$ cat src/skts_pkg.sv
// Shared types and constants for the sorted key table search block.
// No dependencies.
`default_nettype none
package skts_pkg;

	localparam int KEY_W   = 32;
	localparam int POS_W   = 10;
	localparam int COUNT_W = 11;
	localparam int INDEX_W = 11;
	localparam int OP_W    = 2;

	typedef enum logic [OP_W-1:0] {
		OP_LOAD    = 2'd0,
		OP_LOOKUP  = 2'd1,
		OP_ADVANCE = 2'd2
	} op_t;

	typedef struct packed {
		logic [OP_W-1:0]  operation;
		logic [KEY_W-1:0] key_value;
		logic [POS_W-1:0] position;
	} cmd_t;

	typedef struct packed {
		logic               found;
		logic [INDEX_W-1:0] result_index;
	} result_t;

	typedef enum logic [2:0] {
		ST_IDLE,
		ST_LK,
		ST_GF,
		ST_GS,
		ST_GH,
		ST_GB
	} state_t;

endpackage
`default_nettype wire

$ cat src/skts_engine.sv
// Search sequencer: load, binary lookup and galloping advance over the key RAM.
// Depends on skts_pkg; drives the ports of one skts_ram.
`default_nettype none
module skts_engine import skts_pkg::*; #(
	parameter int MAX_KEYS = 1024,
	localparam int AW = (MAX_KEYS > 1) ? $clog2(MAX_KEYS) : 1,
	localparam int XW = (AW + 2 > 12) ? AW + 2 : 12
) (
	input  wire logic             clk,
	input  wire logic             arst_n,
	input  wire logic             start,
	input  wire cmd_t             cmd,
	input  wire logic [XW-1:0]    eff_count,
	output logic                  busy,
	output logic                  done,
	output result_t               result,
	output logic                  ram_we,
	output logic [AW-1:0]         ram_waddr,
	output logic [KEY_W-1:0]      ram_wdata,
	output logic                  ram_re,
	output logic [AW-1:0]         ram_raddr,
	input  wire logic [KEY_W-1:0] ram_rdata
);

	localparam logic [XW-1:0] MAX_X = XW'(MAX_KEYS);
	localparam logic [XW-1:0] ONE_X = XW'(1);

	state_t state_q, state_d;

	logic [XW-1:0]    lo_q, lo_d;
	logic [XW-1:0]    hi_q, hi_d;
	logic [XW-1:0]    probe_q, probe_d;
	logic [XW-1:0]    span_q, span_d;
	logic [XW-1:0]    n_q, n_d;
	logic [KEY_W-1:0] key_q, key_d;
	logic             done_q, done_d;
	result_t          res_q, res_d;

	logic          v_lt, v_eq;
	logic [XW-1:0] st_pos1, st_mid, nm1;
	logic          st_adv_run, st_lk_run, st_load_ok;
	logic [XW-1:0] lk_lo, lk_hi, lk_mid;
	logic          lk_more;
	logic [XW-1:0] gf_next, gs_span, gs_next;
	logic          gf_more, gs_more;
	logic [XW-1:0] gh_lo, gh_mid;
	logic          gh_more;
	logic [XW-1:0] gb_lo, gb_hi, gb_mid;
	logic          gb_more;

	assign v_lt = ram_rdata < key_q;
	assign v_eq = ram_rdata == key_q;

	assign st_pos1    = XW'(cmd.position) + ONE_X;
	assign st_mid     = (eff_count - ONE_X) >> 1;
	assign st_adv_run = st_pos1 < eff_count;
	assign st_lk_run  = eff_count != '0;
	assign st_load_ok = XW'(cmd.position) < MAX_X;
	assign nm1        = n_q - ONE_X;

	assign lk_lo   = v_lt ? probe_q + ONE_X : lo_q;
	assign lk_hi   = v_lt ? hi_q : probe_q;
	assign lk_more = lk_lo < lk_hi;
	assign lk_mid  = (lk_lo + lk_hi - ONE_X) >> 1;

	assign gf_next = lo_q + ONE_X;
	assign gf_more = gf_next < n_q;
	assign gs_span = span_q << 1;
	assign gs_next = lo_q + gs_span;
	assign gs_more = gs_next < n_q;

	assign gh_lo   = lo_q + (span_q >> 1);
	assign gh_more = (gh_lo + ONE_X) < hi_q;
	assign gh_mid  = (gh_lo + hi_q) >> 1;

	assign gb_lo   = v_lt ? probe_q : lo_q;
	assign gb_hi   = v_lt ? hi_q : probe_q;
	assign gb_more = (gb_lo + ONE_X) < gb_hi;
	assign gb_mid  = (gb_lo + gb_hi) >> 1;

	always_comb begin
		state_d = state_q;
		case (state_q)
			ST_IDLE: begin
				if (start) begin
					case (cmd.operation)
						OP_LOOKUP:  if (st_lk_run) state_d = ST_LK;
						OP_ADVANCE: if (st_adv_run) state_d = ST_GF;
						default:    state_d = ST_IDLE;
					endcase
				end
			end
			ST_LK: begin
				if (v_eq || !lk_more) state_d = ST_IDLE;
			end
			ST_GF: begin
				if (!v_lt) state_d = ST_IDLE;
				else if (gf_more) state_d = ST_GS;
				else state_d = ST_GH;
			end
			ST_GS: begin
				if (!v_lt || !gs_more) state_d = ST_GH;
			end
			ST_GH: begin
				if (v_eq || v_lt || !gh_more) state_d = ST_IDLE;
				else state_d = ST_GB;
			end
			ST_GB: begin
				if (v_eq || !gb_more) state_d = ST_IDLE;
			end
			default: state_d = ST_IDLE;
		endcase
	end

	always_comb begin
		lo_d      = lo_q;
		hi_d      = hi_q;
		probe_d   = probe_q;
		span_d    = span_q;
		n_d       = n_q;
		key_d     = key_q;
		done_d    = 1'b0;
		res_d     = res_q;
		ram_we    = 1'b0;
		ram_re    = 1'b0;
		case (state_q)
			ST_IDLE: begin
				if (start) begin
					key_d = cmd.key_value;
					n_d   = eff_count;
					case (cmd.operation)
						OP_LOAD: begin
							ram_we = st_load_ok;
							done_d = 1'b1;
							res_d  = '0;
						end
						OP_LOOKUP: begin
							lo_d = '0;
							hi_d = eff_count;
							if (st_lk_run) begin
								probe_d = st_mid;
								ram_re  = 1'b1;
							end else begin
								done_d = 1'b1;
								res_d  = '0;
							end
						end
						OP_ADVANCE: begin
							lo_d = st_pos1;
							if (st_adv_run) begin
								probe_d = st_pos1;
								ram_re  = 1'b1;
							end else begin
								done_d = 1'b1;
								res_d  = '{found: 1'b0, result_index: st_pos1[INDEX_W-1:0]};
							end
						end
						default: begin
							done_d = 1'b1;
							res_d  = '0;
						end
					endcase
				end
			end
			ST_LK: begin
				if (v_eq) begin
					done_d = 1'b1;
					res_d  = '{found: 1'b1, result_index: probe_q[INDEX_W-1:0]};
				end else begin
					lo_d = lk_lo;
					hi_d = lk_hi;
					if (lk_more) begin
						probe_d = lk_mid;
						ram_re  = 1'b1;
					end else begin
						done_d = 1'b1;
						res_d  = '{found: 1'b0, result_index: lk_lo[INDEX_W-1:0]};
					end
				end
			end
			ST_GF: begin
				if (!v_lt) begin
					done_d = 1'b1;
					res_d  = '{found: v_eq, result_index: lo_q[INDEX_W-1:0]};
				end else begin
					span_d = ONE_X;
					ram_re = 1'b1;
					if (gf_more) begin
						probe_d = gf_next;
					end else begin
						hi_d    = nm1;
						probe_d = nm1;
					end
				end
			end
			ST_GS: begin
				ram_re = 1'b1;
				if (v_lt) begin
					span_d = gs_span;
					if (gs_more) begin
						probe_d = gs_next;
					end else begin
						hi_d    = nm1;
						probe_d = nm1;
					end
				end else begin
					hi_d = probe_q;
				end
			end
			ST_GH: begin
				if (v_eq) begin
					done_d = 1'b1;
					res_d  = '{found: 1'b1, result_index: hi_q[INDEX_W-1:0]};
				end else if (v_lt) begin
					done_d = 1'b1;
					res_d  = '{found: 1'b0, result_index: n_q[INDEX_W-1:0]};
				end else begin
					lo_d = gh_lo;
					if (gh_more) begin
						probe_d = gh_mid;
						ram_re  = 1'b1;
					end else begin
						done_d = 1'b1;
						res_d  = '{found: 1'b0, result_index: hi_q[INDEX_W-1:0]};
					end
				end
			end
			ST_GB: begin
				if (v_eq) begin
					done_d = 1'b1;
					res_d  = '{found: 1'b1, result_index: probe_q[INDEX_W-1:0]};
				end else begin
					lo_d = gb_lo;
					hi_d = gb_hi;
					if (gb_more) begin
						probe_d = gb_mid;
						ram_re  = 1'b1;
					end else begin
						done_d = 1'b1;
						res_d  = '{found: 1'b0, result_index: gb_hi[INDEX_W-1:0]};
					end
				end
			end
			default: begin
				done_d = 1'b0;
			end
		endcase
	end

	always_ff @(posedge clk or negedge arst_n) begin
		if (!arst_n) begin
			state_q <= ST_IDLE;
			done_q  <= 1'b0;
		end else begin
			state_q <= state_d;
			done_q  <= done_d;
		end
	end

	always_ff @(posedge clk) begin
		lo_q    <= lo_d;
		hi_q    <= hi_d;
		probe_q <= probe_d;
		span_q  <= span_d;
		n_q     <= n_d;
		key_q   <= key_d;
		res_q   <= res_d;
	end

	assign busy      = state_q != ST_IDLE;
	assign done      = done_q;
	assign result    = res_q;
	assign ram_waddr = cmd.position[AW-1:0];
	assign ram_wdata = cmd.key_value;
	assign ram_raddr = probe_d[AW-1:0];

endmodule
`default_nettype wire

$ cat config.mk
export PLATFORM = sky130hd
export DESIGN_NAME = skts_engine
export DESIGN_NICKNAME = d
export VERILOG_FILES = /design/src/skts_pkg.sv /design/src/skts_engine.sv
export SDC_FILE = /design/constraint.sdc
export NUM_CORES = 1
export LEC_CHECK = 0
export ABC_AREA = 1
export BUFFER_PORTS_ARGS = -buffer_cell sky130_fd_sc_hd__buf_2
export CELL_PAD_IN_SITES_DETAIL_PLACEMENT = 1
export CELL_PAD_IN_SITES_GLOBAL_PLACEMENT = 1
export CORE_UTILIZATION = 36
export CTS_BUF_LIST = sky130_fd_sc_hd__clkbuf_4 sky130_fd_sc_hd__clkbuf_8
export DETAILED_ROUTE_END_ITERATION = 7
export GPL_ROUTABILITY_DRIVEN = 1
export GPL_TIMING_DRIVEN = 0
export PLACE_DENSITY = 0.66
export SETUP_SLACK_MARGIN = 0.5
export SLEW_MARGIN = 20
export SYNTH_ARGS = -nofsm -noshare
export SYNTH_HDL_FRONTEND = slang
export SYNTH_SLANG_ARGS = --single-unit
$ cat constraint.sdc
create_clock -name clk -period 14.5 [get_ports clk]
set_input_delay 2.175 -clock clk [delete_from_list [all_inputs] [get_ports clk]]
set_output_delay 2.175 -clock clk [all_outputs]
set_load 0.1 [all_outputs]
==> flow_metrics.py, run 1 <==
metrics = {
    "floorplanning": {
        "start_util_pct": 36.9,
        "fp.dieH_um": 194,
        "core-area_um2": 35800,
        "die_w_um": 194,
        "design.die.area_um2": 37500,
        "row_count": 69,
        "top_level_ports": 159,
    },
    "clocking": {
        "htreeDepth": 3,
        "clk_pin_slew_ns": 0.11,
        "cts-root-buf": "clkbuf_8",
        "clockBufferDepth": 2,
        "cts-resized-gates": 0,
        "cts_tree": "done",
        "cts.sink_count": 108,
        "cts_made_buffers": 9,
        "clk_latency_ns": 0.45,
        "postCtsSetupRepairBufs": 0,
        "cts.hold.buffers_added": 0,
    },
    "synth": {
        "synth_edf_count": 94,
        "synth_top_area_share_pct": 21.3,
        "synth.most_common_cell": "nand2_1",
        "avgSynthCellArea_um2": 7.19,
        "synth_common_cells": "nand2_1 (360), inv_1 (279), ha_1 (169), a21oi_1 (138), nor2_1 (134)",
        "ys.flop_type": "edfxtp_1",
        "syn-num-nets": 2105,
        "synthArstFlopShare_pct": 3.70,
        "synth_top_area_cell": "edfxtp_1",
        "ys_seq_area_share_pct": 23.6,
        "syn_area_um2": 13200,
        "ys_warn_count": 0,
        "synthCells": 1840,
        "synthTopCellsByArea": "edfxtp_1 (21%), ha_1 (16%), nand2_1 (10%)",
        "ys_ff_latch": 108,
        "synth_cell_types": 60,
    },
    "finish": {
        "final_nets": 2277,
        "area_growth_pct": 12.0,
        "antenna_cells": 0,
        "fill_cells": 4680,
        "drive_above_1_share_pct": 15.3,
    },
    "timing": {
        "fin_setup_tns_ns": 0,
        "fmax_ghz": 0.101,
        "finalHoldViolCount": 0,
        "finalSetupViolCount": 0,
        "fin_crit_ns": 9.88,
        "tightest_slew_ns": 1.19,
        "relSlewSlack_pct": 19.8,
        "fin_skew_ns": 0.0205,
        "drv_slew": 0,
        "post-route-period-util_pct": 68.2,
        "rsz0062_at_grt": "false",
    },
    "worst_hold_path": {
        "holdPathEnd": "state_q[0]",
        "hold_class": "flop to flop",
        "min_path_cells": 2,
        "min-delay-start": "state_q[0]",
    },
    "status": {
        "status": "finished clean",
    },
    "detailed_routing": {
        "vias_per_cell": 5.60,
        "drtIter0Drc": 1071,
        "vias": 13900,
        "antenna_left": 0,
        "drt_wl_total_um": 59800,
        "post_drt_wl_per_cell_um": 24.1,
        "drc": 0,
        "drtPass1Iterations": 5,
    },
    "setup_path": {
        "cp.arrival_ns": 7.71,
        "critPathMaxFanout": 10,
        "ff2ff_path_depth": 20,
        "cp.required_ns": 12.32,
        "reg2reg_slack_ns": 8.17,
        "cpPeakStageDelay_ns": 0.89,
        "r2r-start": "lo_q[0]",
        "cp_common_cell": "nand2_1",
        "reg2reg_to": "result[0]",
        "critical_path_class": "input port to output port",
        "critPathSlowestCell": "o21ai_0",
        "critPathCaptureType": "output port",
        "start_kind": "input port",
    },
    "run": {
        "cap_violations": 0,
    },
    "grt": {
        "grt_max_degree": 28,
        "grt_usage_pct": 32.0,
        "grt_antenna_before_repair": 0,
        "grt_pass1_wl_um": 88900,
        "grt_pass1_vias": 14000,
        "grt_overflow": 0,
    },
    "placed_design": {
        "port_buffers": 158,
        "place_hpwl_um": 50700,
        "gp_congestion": 1.01,
    },
}
==> how the worst max path moves through the flow <==
stage / cells after the start / endpoint / start
global placement: 28 / ram_raddr[8] / ram_rdata[15]
detailed placement: 30 / ram_raddr[8] / ram_rdata[3]
CTS: 30 / ram_raddr[8] / ram_rdata[3]
floorplan: 27 / ram_re / ram_rdata[19]
global route: 30 / ram_raddr[8] / ram_rdata[5]
finish: 30 / ram_raddr[8] / ram_rdata[3]
==> critical path, delay by kind of cell <==
family                   cells  cell delay [ns]
AO/OA/AOI/OAI                5             1.61
XOR/XNOR                     1             0.25
adder cells (fa/ha/maj)      4             1.22
buffers and inverters        6             1.03
AND/OR/NAND/NOR             14             1.39
==> placed cells by master (no fill, tap or decap), types with 29 or more instances in the layout <==
cell,instances
a21oi_1,138
buf_2,169
buf_4,56
edfxtp_1,94
ha_1,169
inv_1,279
nand2_1,360
nand3_1,103
nand4_1,48
nor2_1,132
o2111ai_1,29
o21ai_0,78
xor2_1,69
==> state kept, by name, summed over array words and instances (netlist names) <==
signal,cells
span_q,12
done,1
hi_q,12
result,12
key_q,32
n_q,12
lo_q,12
state_q,3
probe_q,12
==> cell type report <==
type                            count  area [um^2]  share of cell area, %
Multi-Input combinational cell   1347         8430                   56.9
Timing Repair Buffer              161          826                   5.58
Sequential cell                   108         3120                   21.1
Tap cell                          461          577                   3.89
Clock inverter                      6         41.3                  0.279
Inverter                          291         1090                   7.38
Buffer                             94          599                   4.05
Clock buffer                        9          124                  0.836
==> through the flow <==
stage / setup slack [ns] / cell area [um^2] / utilization (%) / hold slack [ns] / std cells
floorplan: 6.28 / 13200 / - / 0.485 / 1840
global placement: 4.63 / 14600 / 40.7 / 0.559 / 2459
detailed placement: 4.58 / 14600 / 40.9 / 0.566 / 2462
CTS: 4.55 / 14800 / 41.3 / 0.592 / 2477
global route: 4.25 / 14800 / 41.3 / 0.632 / 2477
finish: 4.62 / 14800 / 41.3 / 0.594 / 2477
==> cell families (layout without fill, tap and decap cells) <==
group | after synthesis | count (layout) | synth area share (%)
flops | 108 | 108 | 23.6
buf+inv | 385 | 561 | 12.8
xor+xnor | 94 | 94 | 6.28
fa+ha+maj | 174 | 174 | 16.7
simple gates | 722 | 722 | 24.2
compound gates | 357 | 357 | 16.4
==> per-layer routing <==
metal  up-vias  global-route usage (%)  share of wire, %
met3       105                    5.32               6.1
met1      6764                    41.0                43
li1       6518                       -                 -
met5         -                       0                 0
met4         0                    13.2               4.2
met2       486                    53.1                46
Power of run 1 is left out: the tool's default activity adds up to more than one toggle a clock period on the data nets, which glitch-free logic cannot reach.
==> inputs of run 2 (changes only) <==
--- a/config.mk
+++ b/config.mk
@@ -14,7 +14,7 @@
 export DETAILED_ROUTE_END_ITERATION = 7
 export GPL_ROUTABILITY_DRIVEN = 1
 export GPL_TIMING_DRIVEN = 0
-export PLACE_DENSITY = 0.66
+export PLACE_DENSITY = 0.68
 export SETUP_SLACK_MARGIN = 0.5
 export SLEW_MARGIN = 20
 export SYNTH_ARGS = -nofsm -noshare
==> constraint.sdc (replaced) <==
create_clock -name clk -period 8.3 [get_ports clk]
set_input_delay 1.245 -clock clk [delete_from_list [all_inputs] [get_ports clk]]
set_output_delay 1.245 -clock clk [all_outputs]
set_load 0.1 [all_outputs]
==> flow_metrics.py, run 2 (synthesized netlist as in run 1, its figures left out) <==
metrics = {
    "status": {
        "status": "finished clean",
    },
    "clocking": {
        "clockBufferDepth": 2,
        "htreeDepth": 3,
        "cts_made_buffers": 9,
        "clk_latency_ns": 0.47,
        "cts-root-buf": "clkbuf_8",
        "clk_pin_slew_ns": 0.12,
        "cts.sink_count": 108,
        "cts_tree": "done",
    },
    "grt": {
        "grt_pass1_vias": 14200,
        "grt_usage_pct": 31.7,
        "grt_overflow": 0,
        "grt_antenna_before_repair": 0,
        "grt_pass1_wl_um": 88500,
        "grt_max_degree": 29,
    },
    "timing": {
        "drv_slew": 0,
        "relSlewSlack_pct": 34.7,
        "tightest_slew_ns": 0.979,
        "fin_crit_ns": 7.50,
        "fin_setup_tns_ns": 0,
        "fmax_ghz": 0.133,
        "finalHoldViolCount": 0,
        "fin_ws_ns": 0.795,
        "fin_skew_ns": 0.0253,
        "rsz0062_at_grt": "false",
        "finalSetupViolCount": 0,
        "post-route-period-util_pct": 90.4,
    },
    "placed_design": {
        "placed_cell_area_um2": 14600,
        "gp_congestion": 1.02,
        "place_hpwl_um": 50100,
        "port_buffers": 158,
        "pre_cts_slack_ns": 0.439,
    },
    "setup_path": {
        "cpPeakStageDelay_ns": 0.60,
        "critPathMaxFanout": 10,
        "cp.arrival_ns": 6.26,
        "cp.depth": 27,
        "ff2ff_path_depth": 22,
        "start_kind": "flop",
        "cp.required_ns": 7.05,
        "path_buf_inv": 3,
        "critical_path_class": "flop to output port",
        "cp_common_cell": "nand2_1",
        "critPathCaptureType": "output port",
        "critPathSlowestCell": "xor2_1",
        "crit_family": "simple AND/OR/NAND/NOR gates",
    },
    "finish": {
        "largest_reg_flops": 32,
        "drive_above_1_share_pct": 16.2,
        "layout_common_cells": "nand2_1 (360), inv_1 (279), ha_1 (169)",
        "antenna_cells": 0,
        "fin_util_pct": 41.7,
        "top_register": "key_q",
        "final_area_um2": 14900,
        "area_growth_pct": 13.0,
        "final_nets": 2284,
        "final_common_cell": "nand2_1",
    },
    "floorplanning": {
        "die_w_um": 194,
        "start_util_pct": 36.9,
        "core-area_um2": 35800,
        "top_level_ports": 159,
        "design.die.area_um2": 37500,
        "row_count": 69,
        "fp.dieH_um": 194,
    },
    "detailed_routing": {
        "drtIter0Drc": 1036,
        "post_drt_wl_per_cell_um": 23.9,
        "drc": 0,
        "antenna_left": 0,
        "drtPass1Iterations": 5,
        "vias": 14000,
        "drt_wl_total_um": 59400,
        "vias_per_cell": 5.66,
    },
    "run": {
        "cap_violations": 0,
    },
    "worst_hold_path": {
        "hold_class": "input port to asynchronous set/reset pin",
    },
}
==> run 2: changes by cell type in the layout (fill, tap and decap cells not counted), moves of 2 or more <==
cell	change
o21ai_0	-2
buf_2	-3
o21ai_2	+2
clkinv_1	-2
buf_4	+8
==> run 2: cell type report <==
type,instances,area (um^2)
buffer,94,599
clock buffer,9,124
clock inverter,6,46.3
fill,4641,20900
inverter,291,1100
multi-input combinational,1347,8490
sequential,108,3120
tap,461,577
timing repair buffer,167,878
timing repair inverter,1,5.00
==> run 2: final timing paths <==
check,start,endpoint,slack [ns]
max,lo_q[0],ram_raddr[2],0.80
min,arst_n,state_q[0],0.56
max reg2reg,lo_q[0],result[10],2.55
min reg2reg,state_q[0],state_q[0],0.60
max in group asynchronous,arst_n,state_q[2],7.63
min in group clk,state_q[0],state_q[0],0.60
==> run 2: repair_timing <==
item / in CTS / in global routing
endpoints found under the hold margin: 0 / 0
hold buffers: 0 / 0
setup buffers: 0 / 6
setup endpoints to repair: 10 / 10
gates cloned: 0 / 1
pin swaps: 0 / 1
gates resized for setup: 8 / 13
==> run 2: stage by stage <==
stage / hold WS, ns / std cells
floorplan: 0.485 / 1840
global placement: 0.557 / 2459
detailed placement: 0.565 / 2462
CTS: 0.554 / 2477
global route: 0.548 / 2484
finish: 0.561 / 2484
==> run 2: layer usage <==
layer  global-route usage (%)  up-vias  share of wire (%)
met4                     14.5        0                4.5
li1                         -     6530                  -
met5                        0        -                  0
met1                     41.6     6847                 43
met2                     51.8      562                 46
met3                     4.16      109                6.7
Power of run 2 is left out for the same reason.
==> inputs of run 3 (changes only) <==
--- a/config.mk
+++ b/config.mk
@@ -6,15 +6,15 @@
 export NUM_CORES = 1
 export LEC_CHECK = 0
 export ABC_AREA = 1
-export BUFFER_PORTS_ARGS = -buffer_cell sky130_fd_sc_hd__buf_2
 export CELL_PAD_IN_SITES_DETAIL_PLACEMENT = 1
 export CELL_PAD_IN_SITES_GLOBAL_PLACEMENT = 1
 export CORE_UTILIZATION = 36
 export CTS_BUF_LIST = sky130_fd_sc_hd__clkbuf_4 sky130_fd_sc_hd__clkbuf_8
 export DETAILED_ROUTE_END_ITERATION = 7
+export DONT_BUFFER_PORTS = 1
 export GPL_ROUTABILITY_DRIVEN = 1
 export GPL_TIMING_DRIVEN = 0
-export PLACE_DENSITY = 0.68
+export PLACE_DENSITY_LB_ADDON = 0.08
 export SETUP_SLACK_MARGIN = 0.5
 export SLEW_MARGIN = 20
 export SYNTH_ARGS = -nofsm -noshare
==> flow_metrics.py, run 3 (synthesized netlist as in run 1, its figures left out) <==
metrics = {
    "status": {
        "status": "finished clean",
    },
    "setup_path": {
        "cp_common_cell": "nand2_1",
        "reg2reg_to": "result[3]",
        "cpPeakStageDelay_ns": 0.72,
        "ff2ff_path_depth": 22,
        "cp.arrival_ns": 6.27,
        "cp.required_ns": 7.05,
        "cp.depth": 25,
        "critPathMaxFanout": 6,
        "crit_path_end": "ram_raddr[5]",
        "reg2reg_slack_ns": 2.46,
        "r2r-start": "lo_q[0]",
        "crit_start": "lo_q[0]",
        "critPathSlowestCell": "o31ai_2",
        "crit_family": "simple AND/OR/NAND/NOR gates",
        "path_buf_inv": 2,
        "critPathCaptureType": "output port",
        "critical_path_class": "flop to output port",
        "start_kind": "flop",
    },
    "finish": {
        "final_area_um2": 14100,
        "layout_common_cells": "nand2_1 (360), inv_1 (279), ha_1 (169)",
        "final_nets": 2122,
        "fill_cells": 4573,
        "drive_above_1_share_pct": 8.86,
        "antenna_cells": 0,
        "area_growth_pct": 6.94,
        "top_register": "key_q",
        "largest_reg_flops": 32,
        "final_common_cell": "nand2_1",
    },
    "timing": {
        "relSlewSlack_pct": 27.3,
        "drv_slew": 0,
        "tightest_slew_ns": 1.09,
        "fin_setup_tns_ns": 0,
        "finalSetupViolCount": 0,
        "rsz0062_at_grt": "true",
        "fmax_ghz": 0.133,
        "fin_crit_ns": 7.51,
        "finalHoldViolCount": 0,
        "post-route-period-util_pct": 90.5,
        "fin_ws_ns": 0.788,
        "fin_skew_ns": 0.0237,
    },
    "floorplanning": {
        "top_level_ports": 159,
        "fp.dieH_um": 194,
        "start_util_pct": 36.9,
        "row_count": 69,
        "core-area_um2": 35800,
        "die_w_um": 194,
        "design.die.area_um2": 37500,
    },
    "placed_design": {
        "pre_cts_slack_ns": 0.643,
        "place_hpwl_um": 50000,
        "placed_cell_area_um2": 13900,
        "gp_congestion": 0.996,
        "port_buffers": 0,
    },
    "grt": {
        "grt_usage_pct": 31.6,
        "grt_overflow": 0,
        "grt_pass1_wl_um": 86800,
        "grt_max_degree": 28,
        "grt_pass1_vias": 13300,
        "grt_antenna_before_repair": 0,
    },
    "detailed_routing": {
        "drtIter0Drc": 1056,
        "vias_per_cell": 5.69,
        "drtPass1Iterations": 5,
        "vias": 13200,
        "drt_wl_total_um": 59200,
        "drc": 0,
        "post_drt_wl_per_cell_um": 25.5,
        "antenna_left": 0,
    },
    "clocking": {
        "cts_tree": "done",
        "cts.sink_count": 108,
        "clk_pin_slew_ns": 0.12,
        "cts_made_buffers": 9,
        "clk_latency_ns": 0.46,
        "clockBufferDepth": 2,
        "cts-root-buf": "clkbuf_8",
        "htreeDepth": 3,
    },
    "worst_hold_path": {
        "hold_class": "input port to asynchronous set/reset pin",
    },
    "run": {
        "cap_violations": 0,
    },
}
[run 3: worst min-delay path by stage]
stage	startpoint	endpoint	slack [ns]	depth (start not counted)
floorplan	state_q[0]	state_q[0]	0.48	2
global placement	state_q[0]	state_q[0]	0.56	2
detailed placement	state_q[0]	state_q[0]	0.56	2
CTS	arst_n	state_q[0]	0.44	0
global route	arst_n	state_q[0]	0.45	0
finish	arst_n	state_q[0]	0.47	0
[run 3: final cells by class]
cell class / instances / area (um^2) / share of cell area [%]
clock inverters: 6 / 93.8 / 0.663
flip-flops and latches: 108 / 3120 / 22.1
repair buffers: 6 / 60.1 / 0.425
multi-input cells: 1347 / 8470 / 59.9
plain buffers: 94 / 599 / 4.24
clock buffers: 10 / 131 / 0.929
well taps: 461 / 577 / 4.08
inverters: 291 / 1090 / 7.72
[run 3: stage by stage]
step	cells	hold slack, ns	utilization (%)
4_1_cts	2321	0.443	39.4
2_1_floorplan	1840	0.485	-
5_1_grt	2323	0.455	39.5
3_5_place_dp	2305	0.565	38.7
6_report	2323	0.469	39.5
3_3_place_gp	2301	0.558	38.5
[run 3: what timing repair did]
item	4_1_cts	5_1_grt
hold endpoints to repair	0	0
setup endpoints to repair	8	10
gates cloned	0	0
setup buffers	0	2
gates resized for setup	2	8
hold buffers	0	0
[run 3: routing by layer]
| metal | GRT usage, % | part of all wire (%) | vias up |
|---|---|---|---|
| met5 | 0 | 0 | - |
| met4 | 12.4 | 3.7 | 0 |
| met3 | 3.43 | 5.4 | 88 |
| met2 | 52.6 | 47 | 460 |
| met1 | 41.7 | 44 | 6454 |
| li1 | - | - | 6222 |
Power of run 3 is left out for the same reason.
